==> src/rtl/core/ctk_pkg.sv <==
package ctk_pkg;

  localparam int POSITION_BITS_DEF = 16;
  localparam int KEYWORD_CHARS_DEF = 6;
  localparam int QUEUE_DEPTH       = 4;
  localparam int NUM_KEYWORDS      = 7;

  typedef enum logic [2:0] {
    MODE_IDLE  = 3'd0,
    MODE_EQ    = 3'd1,
    MODE_NUM   = 3'd2,
    MODE_IDENT = 3'd3,
    MODE_STR   = 3'd4
  } scan_mode_t;

  localparam logic [4:0] KIND_END     = 5'd0;
  localparam logic [4:0] KIND_LPAREN  = 5'd8;
  localparam logic [4:0] KIND_RPAREN  = 5'd9;
  localparam logic [4:0] KIND_LBRACE  = 5'd10;
  localparam logic [4:0] KIND_RBRACE  = 5'd11;
  localparam logic [4:0] KIND_SEMI    = 5'd12;
  localparam logic [4:0] KIND_COMMA   = 5'd13;
  localparam logic [4:0] KIND_PLUS    = 5'd14;
  localparam logic [4:0] KIND_MINUS   = 5'd15;
  localparam logic [4:0] KIND_STAR    = 5'd16;
  localparam logic [4:0] KIND_SLASH   = 5'd17;
  localparam logic [4:0] KIND_EQEQ    = 5'd18;
  localparam logic [4:0] KIND_LT      = 5'd19;
  localparam logic [4:0] KIND_GT      = 5'd20;
  localparam logic [4:0] KIND_ASSIGN  = 5'd21;
  localparam logic [4:0] KIND_IDENT   = 5'd22;
  localparam logic [4:0] KIND_NUM     = 5'd23;
  localparam logic [4:0] KIND_STR     = 5'd24;
  localparam logic [4:0] KIND_UNKNOWN = 5'd25;
  localparam logic [4:0] KIND_UNTERM  = 5'd26;

  localparam logic [7:0] CH_NUL    = 8'h00;
  localparam logic [7:0] CH_TAB    = 8'h09;
  localparam logic [7:0] CH_LF     = 8'h0A;
  localparam logic [7:0] CH_CR     = 8'h0D;
  localparam logic [7:0] CH_SPACE  = 8'h20;
  localparam logic [7:0] CH_DQUOTE = 8'h22;
  localparam logic [7:0] CH_LPAREN = 8'h28;
  localparam logic [7:0] CH_RPAREN = 8'h29;
  localparam logic [7:0] CH_STAR   = 8'h2A;
  localparam logic [7:0] CH_PLUS   = 8'h2B;
  localparam logic [7:0] CH_COMMA  = 8'h2C;
  localparam logic [7:0] CH_MINUS  = 8'h2D;
  localparam logic [7:0] CH_SLASH  = 8'h2F;
  localparam logic [7:0] CH_0      = 8'h30;
  localparam logic [7:0] CH_9      = 8'h39;
  localparam logic [7:0] CH_SEMI   = 8'h3B;
  localparam logic [7:0] CH_LT     = 8'h3C;
  localparam logic [7:0] CH_EQ     = 8'h3D;
  localparam logic [7:0] CH_GT     = 8'h3E;
  localparam logic [7:0] CH_UC_A   = 8'h41;
  localparam logic [7:0] CH_UC_Z   = 8'h5A;
  localparam logic [7:0] CH_UNDER  = 8'h5F;
  localparam logic [7:0] CH_LC_A   = 8'h61;
  localparam logic [7:0] CH_LC_Z   = 8'h7A;
  localparam logic [7:0] CH_LBRACE = 8'h7B;
  localparam logic [7:0] CH_RBRACE = 8'h7D;

  // Keyword text right-aligned, first character in the highest used byte.
  localparam logic [63:0] KW_TEXT [NUM_KEYWORDS] = '{
    64'h0000_0000_0069_6E74,
    64'h0000_0000_6368_6172,
    64'h0000_0000_766F_6964,
    64'h0000_7265_7475_726E,
    64'h0000_0000_0000_6966,
    64'h0000_0000_656C_7365,
    64'h0000_0077_6869_6C65
  };
  localparam logic [15:0] KW_LEN [NUM_KEYWORDS] = '{
    16'd3, 16'd4, 16'd4, 16'd6, 16'd2, 16'd4, 16'd5
  };

  typedef struct packed {
    logic [4:0]  kind;
    logic [15:0] line;
    logic [15:0] start;
    logic [15:0] length;
    logic        last;
  } token_t;

  typedef struct packed {
    logic   a_valid;
    token_t a;
    logic   b_valid;
    token_t b;
  } lex_out_t;

  function automatic logic digit_byte(input logic [7:0] c);
    return (c >= CH_0) && (c <= CH_9);
  endfunction

  function automatic logic alpha_byte(input logic [7:0] c);
    return ((c >= CH_LC_A) && (c <= CH_LC_Z)) || ((c >= CH_UC_A) && (c <= CH_UC_Z)) ||
           (c == CH_UNDER);
  endfunction

  function automatic logic is_space(input logic [7:0] c);
    return (c == CH_SPACE) || (c == CH_TAB) || (c == CH_CR) || (c == CH_LF);
  endfunction

  // Single-character punctuation; bit 5 flags a match.
  function automatic logic [5:0] punct_kind(input logic [7:0] c);
    logic [5:0] r;
    r = '0;
    unique case (c)
      CH_LPAREN: r = {1'b1, KIND_LPAREN};
      CH_RPAREN: r = {1'b1, KIND_RPAREN};
      CH_LBRACE: r = {1'b1, KIND_LBRACE};
      CH_RBRACE: r = {1'b1, KIND_RBRACE};
      CH_SEMI:   r = {1'b1, KIND_SEMI};
      CH_COMMA:  r = {1'b1, KIND_COMMA};
      CH_PLUS:   r = {1'b1, KIND_PLUS};
      CH_MINUS:  r = {1'b1, KIND_MINUS};
      CH_STAR:   r = {1'b1, KIND_STAR};
      CH_SLASH:  r = {1'b1, KIND_SLASH};
      CH_LT:     r = {1'b1, KIND_LT};
      CH_GT:     r = {1'b1, KIND_GT};
      default:   r = '0;
    endcase
    return r;
  endfunction

endpackage

==> src/rtl/core/c_subset_tokenizer.sv <==
// Streaming lexer for a small C subset. One source byte is taken per cycle
// while in_ready is high (byte 0 ends the input and yields the end token,
// after which position and line restart). Each request on the input decodes
// combinationally against the scanner state into tokens for a four-entry
// token queue. Most bytes give zero or one token; a byte that closes a
// pending '=', number or identifier and is itself a token gives two, as
// does byte 0 inside an open string. in_ready drops while fewer than two
// queue entries are free, so with out_ready high, bytes giving at most one
// token go in at one per cycle, the rate of the queue's single read port.
module c_subset_tokenizer #(
  parameter int POSITION_BITS = ctk_pkg::POSITION_BITS_DEF,
  parameter int KEYWORD_CHARS = ctk_pkg::KEYWORD_CHARS_DEF
) (
  input  logic        clk,
  input  logic        rst_n,
  input  logic        in_valid,
  output logic        in_ready,
  input  logic [7:0]  in_source_byte,
  output logic        out_valid,
  input  logic        out_ready,
  output logic [4:0]  out_token_kind,
  output logic [15:0] out_token_line,
  output logic [15:0] out_token_start,
  output logic [15:0] out_token_length,
  output logic        out_last_of_run
);

  ctk_pkg::lex_out_t lex_out;
  ctk_pkg::token_t   head;
  logic              step;
  logic              room;

  assign in_ready = room;
  assign step     = in_valid && in_ready;

  ctk_lexer #(
    .POSITION_BITS (POSITION_BITS),
    .KEYWORD_CHARS (KEYWORD_CHARS)
  ) u_lexer (
    .clk         (clk),
    .rst_n       (rst_n),
    .step        (step),
    .source_byte (in_source_byte),
    .lex_out     (lex_out)
  );

  ctk_token_queue u_queue (
    .clk       (clk),
    .rst_n     (rst_n),
    .push      (lex_out),
    .room      (room),
    .out_valid (out_valid),
    .out_ready (out_ready),
    .out_token (head)
  );

  assign out_token_kind   = head.kind;
  assign out_token_line   = head.line;
  assign out_token_start  = head.start;
  assign out_token_length = head.length;
  assign out_last_of_run  = head.last;

endmodule

==> src/rtl/core/ctk_lexer.sv <==
module ctk_lexer #(
  parameter int POSITION_BITS = ctk_pkg::POSITION_BITS_DEF,
  parameter int KEYWORD_CHARS = ctk_pkg::KEYWORD_CHARS_DEF
) (
  input  logic              clk,
  input  logic              rst_n,
  input  logic              step,
  input  logic [7:0]        source_byte,
  output ctk_pkg::lex_out_t lex_out
);

  localparam int PB   = POSITION_BITS;
  localparam int KW_W = 8 * KEYWORD_CHARS;

  ctk_pkg::scan_mode_t mode_r, mode_nxt;
  logic [PB-1:0]       pos_r, pos_nxt, pos_inc;
  logic [PB-1:0]       pstart_r, pstart_nxt;
  logic [15:0]         line_r, line_nxt, line_inc;
  logic [15:0]         plen_r, plen_nxt, plen_inc;
  logic [KW_W-1:0]     window_r, window_nxt;
  logic [15:0]         pos16, pstart16;
  logic [4:0]          kw_kind;
  logic [5:0]          punct;
  logic [63:0]         window64;
  logic                rescan;
  logic                a_v, b_v;
  logic [4:0]          a_kind, b_kind;
  logic [15:0]         a_len;
  logic [7:0]          c;

  assign c = source_byte;

  if (PB >= 16) begin : g_pos_wide
    assign pos16    = pos_r[15:0];
    assign pstart16 = pstart_r[15:0];
  end else begin : g_pos_narrow
    assign pos16    = {{(16-PB){1'b0}}, pos_r};
    assign pstart16 = {{(16-PB){1'b0}}, pstart_r};
  end

  assign pos_inc  = (pos_r == '1) ? pos_r : pos_r + 1'b1;
  assign line_inc = (line_r == 16'hFFFF) ? line_r : line_r + 16'd1;
  assign plen_inc = (plen_r == 16'hFFFF) ? plen_r : plen_r + 16'd1;
  assign window64 = 64'(window_r);
  assign punct    = ctk_pkg::punct_kind(c);

  always_comb begin
    kw_kind = ctk_pkg::KIND_IDENT;
    if (plen_r <= 16'(KEYWORD_CHARS)) begin
      for (int i = ctk_pkg::NUM_KEYWORDS - 1; i >= 0; i--) begin
        if ((plen_r == ctk_pkg::KW_LEN[i]) && (window64 == ctk_pkg::KW_TEXT[i])) begin
          kw_kind = 5'(i + 1);
        end
      end
    end
  end

  always_comb begin
    mode_nxt   = mode_r;
    pos_nxt    = pos_r;
    line_nxt   = line_r;
    pstart_nxt = pstart_r;
    plen_nxt   = plen_r;
    window_nxt = window_r;
    a_v        = 1'b0;
    a_kind     = ctk_pkg::KIND_END;
    a_len      = 16'd0;
    b_v        = 1'b0;
    b_kind     = ctk_pkg::KIND_END;
    rescan     = 1'b0;

    unique case (mode_r)
      ctk_pkg::MODE_EQ: begin
        mode_nxt = ctk_pkg::MODE_IDLE;
        a_v      = 1'b1;
        if (c == ctk_pkg::CH_EQ) begin
          a_kind  = ctk_pkg::KIND_EQEQ;
          pos_nxt = pos_inc;
        end else begin
          a_kind = ctk_pkg::KIND_ASSIGN;
          rescan = 1'b1;
        end
      end
      ctk_pkg::MODE_NUM: begin
        if (ctk_pkg::digit_byte(c)) begin
          plen_nxt = plen_inc;
          pos_nxt  = pos_inc;
        end else begin
          mode_nxt = ctk_pkg::MODE_IDLE;
          a_v      = 1'b1;
          a_kind   = ctk_pkg::KIND_NUM;
          a_len    = plen_r;
          rescan   = 1'b1;
        end
      end
      ctk_pkg::MODE_IDENT: begin
        if (ctk_pkg::alpha_byte(c) || ctk_pkg::digit_byte(c)) begin
          plen_nxt = plen_inc;
          pos_nxt  = pos_inc;
          if (KW_W > 8) begin
            window_nxt = {window_r[KW_W-9:0], c};
          end else begin
            window_nxt = KW_W'(c);
          end
        end else begin
          mode_nxt   = ctk_pkg::MODE_IDLE;
          a_v        = 1'b1;
          a_kind     = kw_kind;
          a_len      = plen_r;
          window_nxt = '0;
          rescan     = 1'b1;
        end
      end
      ctk_pkg::MODE_STR: begin
        if (c == ctk_pkg::CH_NUL) begin
          mode_nxt = ctk_pkg::MODE_IDLE;
          a_v      = 1'b1;
          a_kind   = ctk_pkg::KIND_UNTERM;
          a_len    = plen_r;
          rescan   = 1'b1;
        end else if (c == ctk_pkg::CH_DQUOTE) begin
          mode_nxt = ctk_pkg::MODE_IDLE;
          pos_nxt  = pos_inc;
          a_v      = 1'b1;
          a_kind   = ctk_pkg::KIND_STR;
          a_len    = plen_r;
        end else begin
          if (c == ctk_pkg::CH_LF) begin
            line_nxt = line_inc;
          end
          plen_nxt = plen_inc;
          pos_nxt  = pos_inc;
        end
      end
      ctk_pkg::MODE_IDLE: begin
        rescan = 1'b1;
      end
      default: begin
        mode_nxt = ctk_pkg::MODE_IDLE;
        rescan   = 1'b1;
      end
    endcase

    if (rescan) begin
      priority if (c == ctk_pkg::CH_NUL) begin
        b_v        = 1'b1;
        b_kind     = ctk_pkg::KIND_END;
        mode_nxt   = ctk_pkg::MODE_IDLE;
        pos_nxt    = '0;
        line_nxt   = 16'd1;
        pstart_nxt = '0;
        plen_nxt   = 16'd0;
        window_nxt = '0;
      end else if (ctk_pkg::is_space(c)) begin
        if (c == ctk_pkg::CH_LF) begin
          line_nxt = line_inc;
        end
        pos_nxt = pos_inc;
      end else if (punct[5]) begin
        b_v     = 1'b1;
        b_kind  = punct[4:0];
        pos_nxt = pos_inc;
      end else if (c == ctk_pkg::CH_EQ) begin
        pstart_nxt = pos_r;
        plen_nxt   = 16'd0;
        mode_nxt   = ctk_pkg::MODE_EQ;
        pos_nxt    = pos_inc;
      end else if (ctk_pkg::digit_byte(c)) begin
        pstart_nxt = pos_r;
        plen_nxt   = 16'd1;
        mode_nxt   = ctk_pkg::MODE_NUM;
        pos_nxt    = pos_inc;
      end else if (ctk_pkg::alpha_byte(c)) begin
        pstart_nxt = pos_r;
        plen_nxt   = 16'd1;
        window_nxt = KW_W'(c);
        mode_nxt   = ctk_pkg::MODE_IDENT;
        pos_nxt    = pos_inc;
      end else if (c == ctk_pkg::CH_DQUOTE) begin
        // string text starts after the opening quote
        pstart_nxt = pos_inc;
        plen_nxt   = 16'd0;
        mode_nxt   = ctk_pkg::MODE_STR;
        pos_nxt    = pos_inc;
      end else begin
        pstart_nxt = pos_r;
        plen_nxt   = 16'd0;
        b_v        = 1'b1;
        b_kind     = ctk_pkg::KIND_UNKNOWN;
        pos_nxt    = pos_inc;
      end
    end
  end

  always_comb begin
    lex_out.a_valid  = step && a_v;
    lex_out.a.kind   = a_kind;
    lex_out.a.line   = line_r;
    lex_out.a.start  = pstart16;
    lex_out.a.length = a_len;
    lex_out.a.last   = !b_v;
    lex_out.b_valid  = step && b_v;
    lex_out.b.kind   = b_kind;
    lex_out.b.line   = line_r;
    lex_out.b.start  = pos16;
    lex_out.b.length = 16'd0;
    lex_out.b.last   = 1'b1;
  end

  always_ff @(posedge clk) begin
    if (!rst_n) begin
      mode_r   <= ctk_pkg::MODE_IDLE;
      pos_r    <= '0;
      line_r   <= 16'd1;
      pstart_r <= '0;
      plen_r   <= 16'd0;
      window_r <= '0;
    end else if (step) begin
      mode_r   <= mode_nxt;
      pos_r    <= pos_nxt;
      line_r   <= line_nxt;
      pstart_r <= pstart_nxt;
      plen_r   <= plen_nxt;
      window_r <= window_nxt;
    end
  end

endmodule

==> src/rtl/core/ctk_token_queue.sv <==
module ctk_token_queue (
  input  logic              clk,
  input  logic              rst_n,
  input  ctk_pkg::lex_out_t push,
  output logic              room,
  output logic              out_valid,
  input  logic              out_ready,
  output ctk_pkg::token_t   out_token
);

  localparam int DEPTH = ctk_pkg::QUEUE_DEPTH;
  localparam int PTR_W = $clog2(DEPTH);
  localparam int CNT_W = $clog2(DEPTH + 1);

  ctk_pkg::token_t  mem_r [DEPTH];
  logic [PTR_W-1:0] wr_ptr_r, wr_ptr_nxt, rd_ptr_r, rd_ptr_nxt, wr_ptr_b;
  logic [CNT_W-1:0] count_r, count_nxt;
  logic             pop;

  assign room      = count_r <= CNT_W'(DEPTH - 2);
  assign out_valid = count_r != '0;
  assign out_token = mem_r[rd_ptr_r];
  assign pop       = out_valid && out_ready;
  assign wr_ptr_b  = wr_ptr_r + PTR_W'(push.a_valid);

  always_comb begin
    wr_ptr_nxt = wr_ptr_r + PTR_W'(push.a_valid) + PTR_W'(push.b_valid);
    rd_ptr_nxt = rd_ptr_r + PTR_W'(pop);
    count_nxt  = count_r + CNT_W'(push.a_valid) + CNT_W'(push.b_valid) - CNT_W'(pop);
  end

  always_ff @(posedge clk) begin
    if (push.a_valid) begin
      mem_r[wr_ptr_r] <= push.a;
    end
    if (push.b_valid) begin
      mem_r[wr_ptr_b] <= push.b;
    end
  end

  always_ff @(posedge clk) begin
    if (!rst_n) begin
      wr_ptr_r <= '0;
      rd_ptr_r <= '0;
      count_r  <= '0;
    end else begin
      wr_ptr_r <= wr_ptr_nxt;
      rd_ptr_r <= rd_ptr_nxt;
      count_r  <= count_nxt;
    end
  end

endmodule

==> config.mk <==
export PLATFORM = sky130hd
export DESIGN_NAME = c_subset_tokenizer
export DESIGN_NICKNAME = d
export VERILOG_FILES = /design/src/rtl/core/ctk_pkg.sv /design/src/rtl/core/c_subset_tokenizer.sv /design/src/rtl/core/ctk_lexer.sv /design/src/rtl/core/ctk_token_queue.sv
export SDC_FILE = /design/constraint.sdc
export NUM_CORES = 1
export LEC_CHECK = 0
export BUFFER_PORTS_ARGS = -buffer_cell sky130_fd_sc_hd__buf_2
export CAP_MARGIN = 20
export CORE_MARGIN = 5
export CORE_UTILIZATION = 40
export DETAILED_ROUTE_END_ITERATION = 16
export PLACE_DENSITY = 0.56
export SLEW_MARGIN = 0
export SYNTH_ARGS = -nofsm -noshare
export SYNTH_HDL_FRONTEND = slang
export SYNTH_SLANG_ARGS = --single-unit
==> constraint.sdc <==
create_clock -name clk -period 10.6 [get_ports clk]
set_clock_uncertainty 0.2 [all_clocks]
set_input_delay 0 -clock clk [delete_from_list [all_inputs] [get_ports clk]]
set_output_delay 0 -clock clk [all_outputs]
set_load 0.05 [all_outputs]
==> Word level (Yosys, flattened, before mapping) <==
Memory sizes are Yosys's and may differ from the RTL's. A register that Yosys moved wholly into a read port is not among the register bits.
Cells that the tools add are included.
Widths: inputs -> output; s select.
{ "word_totals": {"register_bits": 122, "ram_bits": 216, "inputBits": 12, "wordCells": 206, "n_memories": 1} }
{ "mem_list": {"columns": ["name", "words", "width", "rd", "rd_ports_with_merged_regs", "wr", "line_no", "text"], "rows": [
  ["u_queue.mem_r", 4, 54, 1, 1, 2, "ctk_token_queue.sv:15", "ctk_pkg::token_t mem_r [DEPTH];"]
]} }
{ "op_classes": {"add_sub_neg": 9, "order_cmp": 8, "eq_ne": 44, "n_mux": 108, "n_reduce_logical": 27} }
{ "ops": {"columns": ["cell", "count"], "rows": [
  ["$mux 16", 38],
  ["$mux 48", 9],
  ["$eq 48x31->1 const B", 3],
  ["$eq 8x6->1 const B", 13],
  ["$mux 5", 20],
  ["$pmux 16 s3", 2],
  ["$pmux 6 s12", 1],
  ["$pmux 16 s4", 1],
  ["$add 16x1->16 const B", 3],
  ["$eq 16x16->1 const B", 3],
  ["$eq 16x3->1 const B", 3],
  ["$eq 48x15->1 const B", 1],
  ["$eq 48x23->1 const B", 1],
  ["$eq 48x39->1 const B", 1],
  ["$eq 48x47->1 const B", 1],
  ["$mux 3", 13],
  ["$eq 16x2->1 const B", 2],
  ["$eq 8x4->1 const B", 3],
  ["$eq 8x7->1 const B", 3],
  ["$pmux 5 s4", 1],
  ["$mux 1", 19],
  ["$ge 8x7->1 const B", 2],
  ["$le 16x3->1 const B", 1],
  ["$le 8x7->1 const B", 2],
  ["other kinds (25)", 50]
]} }

==> Depth between registers and ports, before layout <==
{ "depth": {"depth_word": 15, "depth_mapped": 14} }

==> By module <==
A second synthesis with hierarchy kept.
{ "unflattened": {"cells_unflattened": 1423, "hier_area_um2": 17867.1} }
{ "by_module_without_submodules": {"columns": ["mod", "n_inst", "cells_each", "area_per_inst_um2", "seq_area_each_um2"], "rows": [
  ["ctk_token_queue", 1, 567, 10864.2, 6626.4],
  ["ctk_lexer", 1, 855, 6996.7, 2302.2],
  ["c_subset_tokenizer", 1, 1, 6.3, 0.0]
]} }

==> Worst setup path after synthesis <==
Ideal clock, no wire load.
{ "synth_path": {"path_kind": "register -> register", "startpoint": "reg u_lexer.mode_r[0]", "endpoint": "mem u_queue.mem_r[3][17] (netlist bit), enable pin", "setup_ns": 0.379, "arrival_ns": 3.141, "t_required_ns": 10.021, "path_slack_ns": 6.880, "stages_incl_launch_ff": 13, "period_less_slack_ns": 3.720, "cell_sequence": "dfxtp_1 buf_6 or3b_4 nor2_2 a31oi_2 a31oi_4 ha_1 xor2_1 nand2_1 or3_1 buf_2 nand2_2 buf_2"} }
{ "synth_lines": {"columns": ["element", "line_no", "text"], "rows": [
  ["from (decl)", "ctk_lexer.sv:15", "ctk_pkg::scan_mode_t mode_r, mode_nxt;"],
  ["from (signal assigned)", "ctk_lexer.sv:212", "mode_r <= ctk_pkg::MODE_IDLE;"],
  ["from (signal assigned)", "ctk_lexer.sv:219", "mode_r <= mode_nxt;"],
  ["to (decl)", "ctk_token_queue.sv:15", null]
]} }

==> results_dict.tcl <==
set metrics [dict create \
    port_buffers 67 \
    detailroute.via_count 13000 \
    slew_viol_final 0 \
    grt_pass1_wl_um 74200 \
    drt-initial-drc-count 1104 \
    clkTransAtPathRegs_ns 0.06 \
    synth-seq-cells 338 \
    crit_type "primary input to register" \
    power_leakage_nw 5.95 \
    core_area_um2 41800 \
    ys.warnings.count 0 \
    synthToLayoutAreaGrowth_pct 11.2 \
    max-slew-margin-rel 0.307 \
    yosysMostFrequentCell "dfxtp_1" \
    critical_path.startpoint_type "primary input" \
    start_util 0.402 \
    synth_edf_count 148 \
    rsz0062_at_grt "false" \
    totalWireLength_um 47100 \
    ir_worst_vdd_v 0.000109 \
    yosysTopAreaCell "edfxtp_1" \
    holdBufCountCts 10 \
    die_height_um 215 \
    tns_ns 0 \
    cpPeakStageDelay_ns 0.97 \
    critical_path_arrival_ns 4.26 \
    overflow 0 \
    via_per_inst 5.94 \
    synth.avg_cell_area_um2 10.3 \
    cp.required_ns 10.68 \
    dp_cells 2115 \
    clk_path_buf_depth 3 \
    cp_slowest_cell "and3_2" \
    cts_htree_levels 2 \
    antenna_left 0 \
    routabilityCongestion 0.854 \
    path_cells "dlygate4sd3_1 > buf_2 > o21ai_1 > a211oi_2 > a31oi_2 > a31oi_4 > ha_1 > xor2_1 > and3_2 > nor2_4 > a22o_1" \
    die_x_um 215 \
    synth_nets 1654 \
    synth_area_um2 16800 \
    die_area_um2 46200 \
    drc 0 \
    setup_violations 0 \
    netlist_top_cells_count "dfxtp_1 (190), nand2_1 (173), edfxtp_1 (148), a21oi_1 (121), a22o_1 (113)" \
    drive_above_1_share 0.151 \
    io_pins 68 \
    dp_hpwl_um 30300 \
    hold_viol_final 0 \
    cts_tree "done" \
    finish.net_count 1651 \
    wl_per_cell_um 21.5 \
    grt_pass1_vias 12700 \
    fin_crit_ns 4.18 \
    ys_seq_area_frac 0.491 \
    hold_class "primary input to register" \
    diodes 0 \
    fmax_ghz 0.239 \
    yosysUniqueCellTypes 91 \
    grt_use_total 0.199 \
    synth_flop_cell "dfxtp_1" \
    cp-end-kind "register" \
    post_cts_buffers 0 \
    async_flop_share 0 \
    dr.pass1.iters 6 \
    worst_pin_slew_ns 1.04 \
    fin_crit_sh 0.395 \
    max_cap_violations 0 \
    cts-root-buf "clkbuf_16" \
    path_max_fanout 33 \
    power_density_nw_per_um2 203 \
    numCtsBuffers 38 \
    cts_sinks 338 \
    grt_start_max_net_pins 71 \
    netlist_top_cells_area "edfxtp_1 (26%), dfxtp_1 (23%), mux4_2 (7.2%)" \
    netlist_instances 1629 \
    synth_top_area_share 0.265 \
    status "complete, no violations" \
    instances_no_fill 2192 \
    rows 75 \
    grt_antenna_before_repair 0 \
    clk_latency_ns 0.53 \
    cts_resized 0 \
]
[registers in the layout (all words and copies together) (netlist names)]
signal and count:
u_queue.mem_r 216, u_lexer.window_r 48, u_lexer.line_r 16, u_lexer.plen_r 16, u_lexer.pos16 16, u_lexer.pstart16 16, u_lexer.mode_r 3, u_queue.count_r 3
u_queue.rd_ptr_r 2, u_queue.wr_ptr_r 2
[power by group]
group	total [mW]	switching (mW)	internal, mW	leakage (nW)
Sequential	1.54	0.0740	1.47	2.72
Combinational	0.979	0.704	0.275	2.64
Clock	1.27	0.515	0.757	0.595
Total	3.79	1.29	2.50	5.95
[cell families after synthesis]
group                      count (synthesis)  share of synthesized area
AOI/OAI and AO/OA                        422                      0.173
adders and majority gates                 13                     0.0106
buffers and inverters                    157                     0.0419
muxes                                     60                     0.0760
xor gates and xnor gates                  19                    0.00991
DFF                                      338                      0.491
and+or+nand+nor                          620                      0.197
[cell usage in the layout, fill, tap and decap left out, types with 39 or more instances in the layout]
cell | netlist | final
dfxtp_1 | 190 | 188
nand2_1 | 173 | 171
edfxtp_1 | 148 | 148
a21oi_1 | 121 | 121
a22o_1 | 113 | 113
nand3_1 | 101 | 101
nor2_1 | 75 | 74
and2_1 | 71 | 71
buf_2 | 35 | 67
mux4_2 | 54 | 54
o21ai_0 | 50 | 50
clkbuf_16 | 0 | 39
[worst max-delay path: cells and delay by family]
family | cells | cell delay, ns
fa+ha+maj | 1 | 0.25
simple gates | 2 | 1.24
xor+xnor | 1 | 0.39
compound gates | 5 | 1.45
buf+inv | 2 | 0.89
[metrics by stage]
step | area [um^2] | util | power, mW | hold slack, ns | worst slack (ns)
2_1_floorplan | 16800 | - | 2.28 | 0.0686 | 6.88
3_3_place_gp | 17400 | 0.416 | 2.55 | 0.162 | 6.33
3_5_place_dp | 17400 | 0.416 | 2.55 | 0.172 | 6.53
4_1_cts | 18700 | 0.447 | 3.84 | 0.0284 | 6.52
5_1_grt | 18700 | 0.447 | 3.96 | 0.0723 | 6.24
6_report | 18700 | 0.447 | 3.79 | 0.0747 | 6.42
[path summary, 6_finish.rpt]
| check | from | to | slack [ns] | depth (start not counted) |
|---|---|---|---|---|
| setup / recovery | in_source_byte[1] | u_queue.mem_r[2][19] | 6.42 | 11 |
| hold / removal | in_source_byte[7] | u_queue.mem_r[0][51] | 0.07 | 4 |
| setup reg to reg | u_lexer.mode_r[0] | u_queue.mem_r[2][19] | 6.46 | 9 |
| hold reg to reg | u_queue.mem_r[2][5] | u_queue.mem_r[2][5] | 0.25 | 2 |
[per-layer routing]
layer,vias up,track usage,wire [um]
met3,72,0.0272,2550
li1,6160,-,-
met5,-,0,0
met4,0,0.0601,1040
met1,6397,0.282,21400
met2,398,0.320,22100
[final cells by class]
cell class	instances	area (um^2)
Fill cell	3892	23100
Sequential cell	338	8260
Multi-Input combinational cell	1134	7880
Clock buffer	59	1130
Tap cell	539	674
Timing Repair Buffer	98	606
Clock inverter	8	72.6
Inverter	16	62.6
No activity file was read; power rests on OpenSTA's default activity.
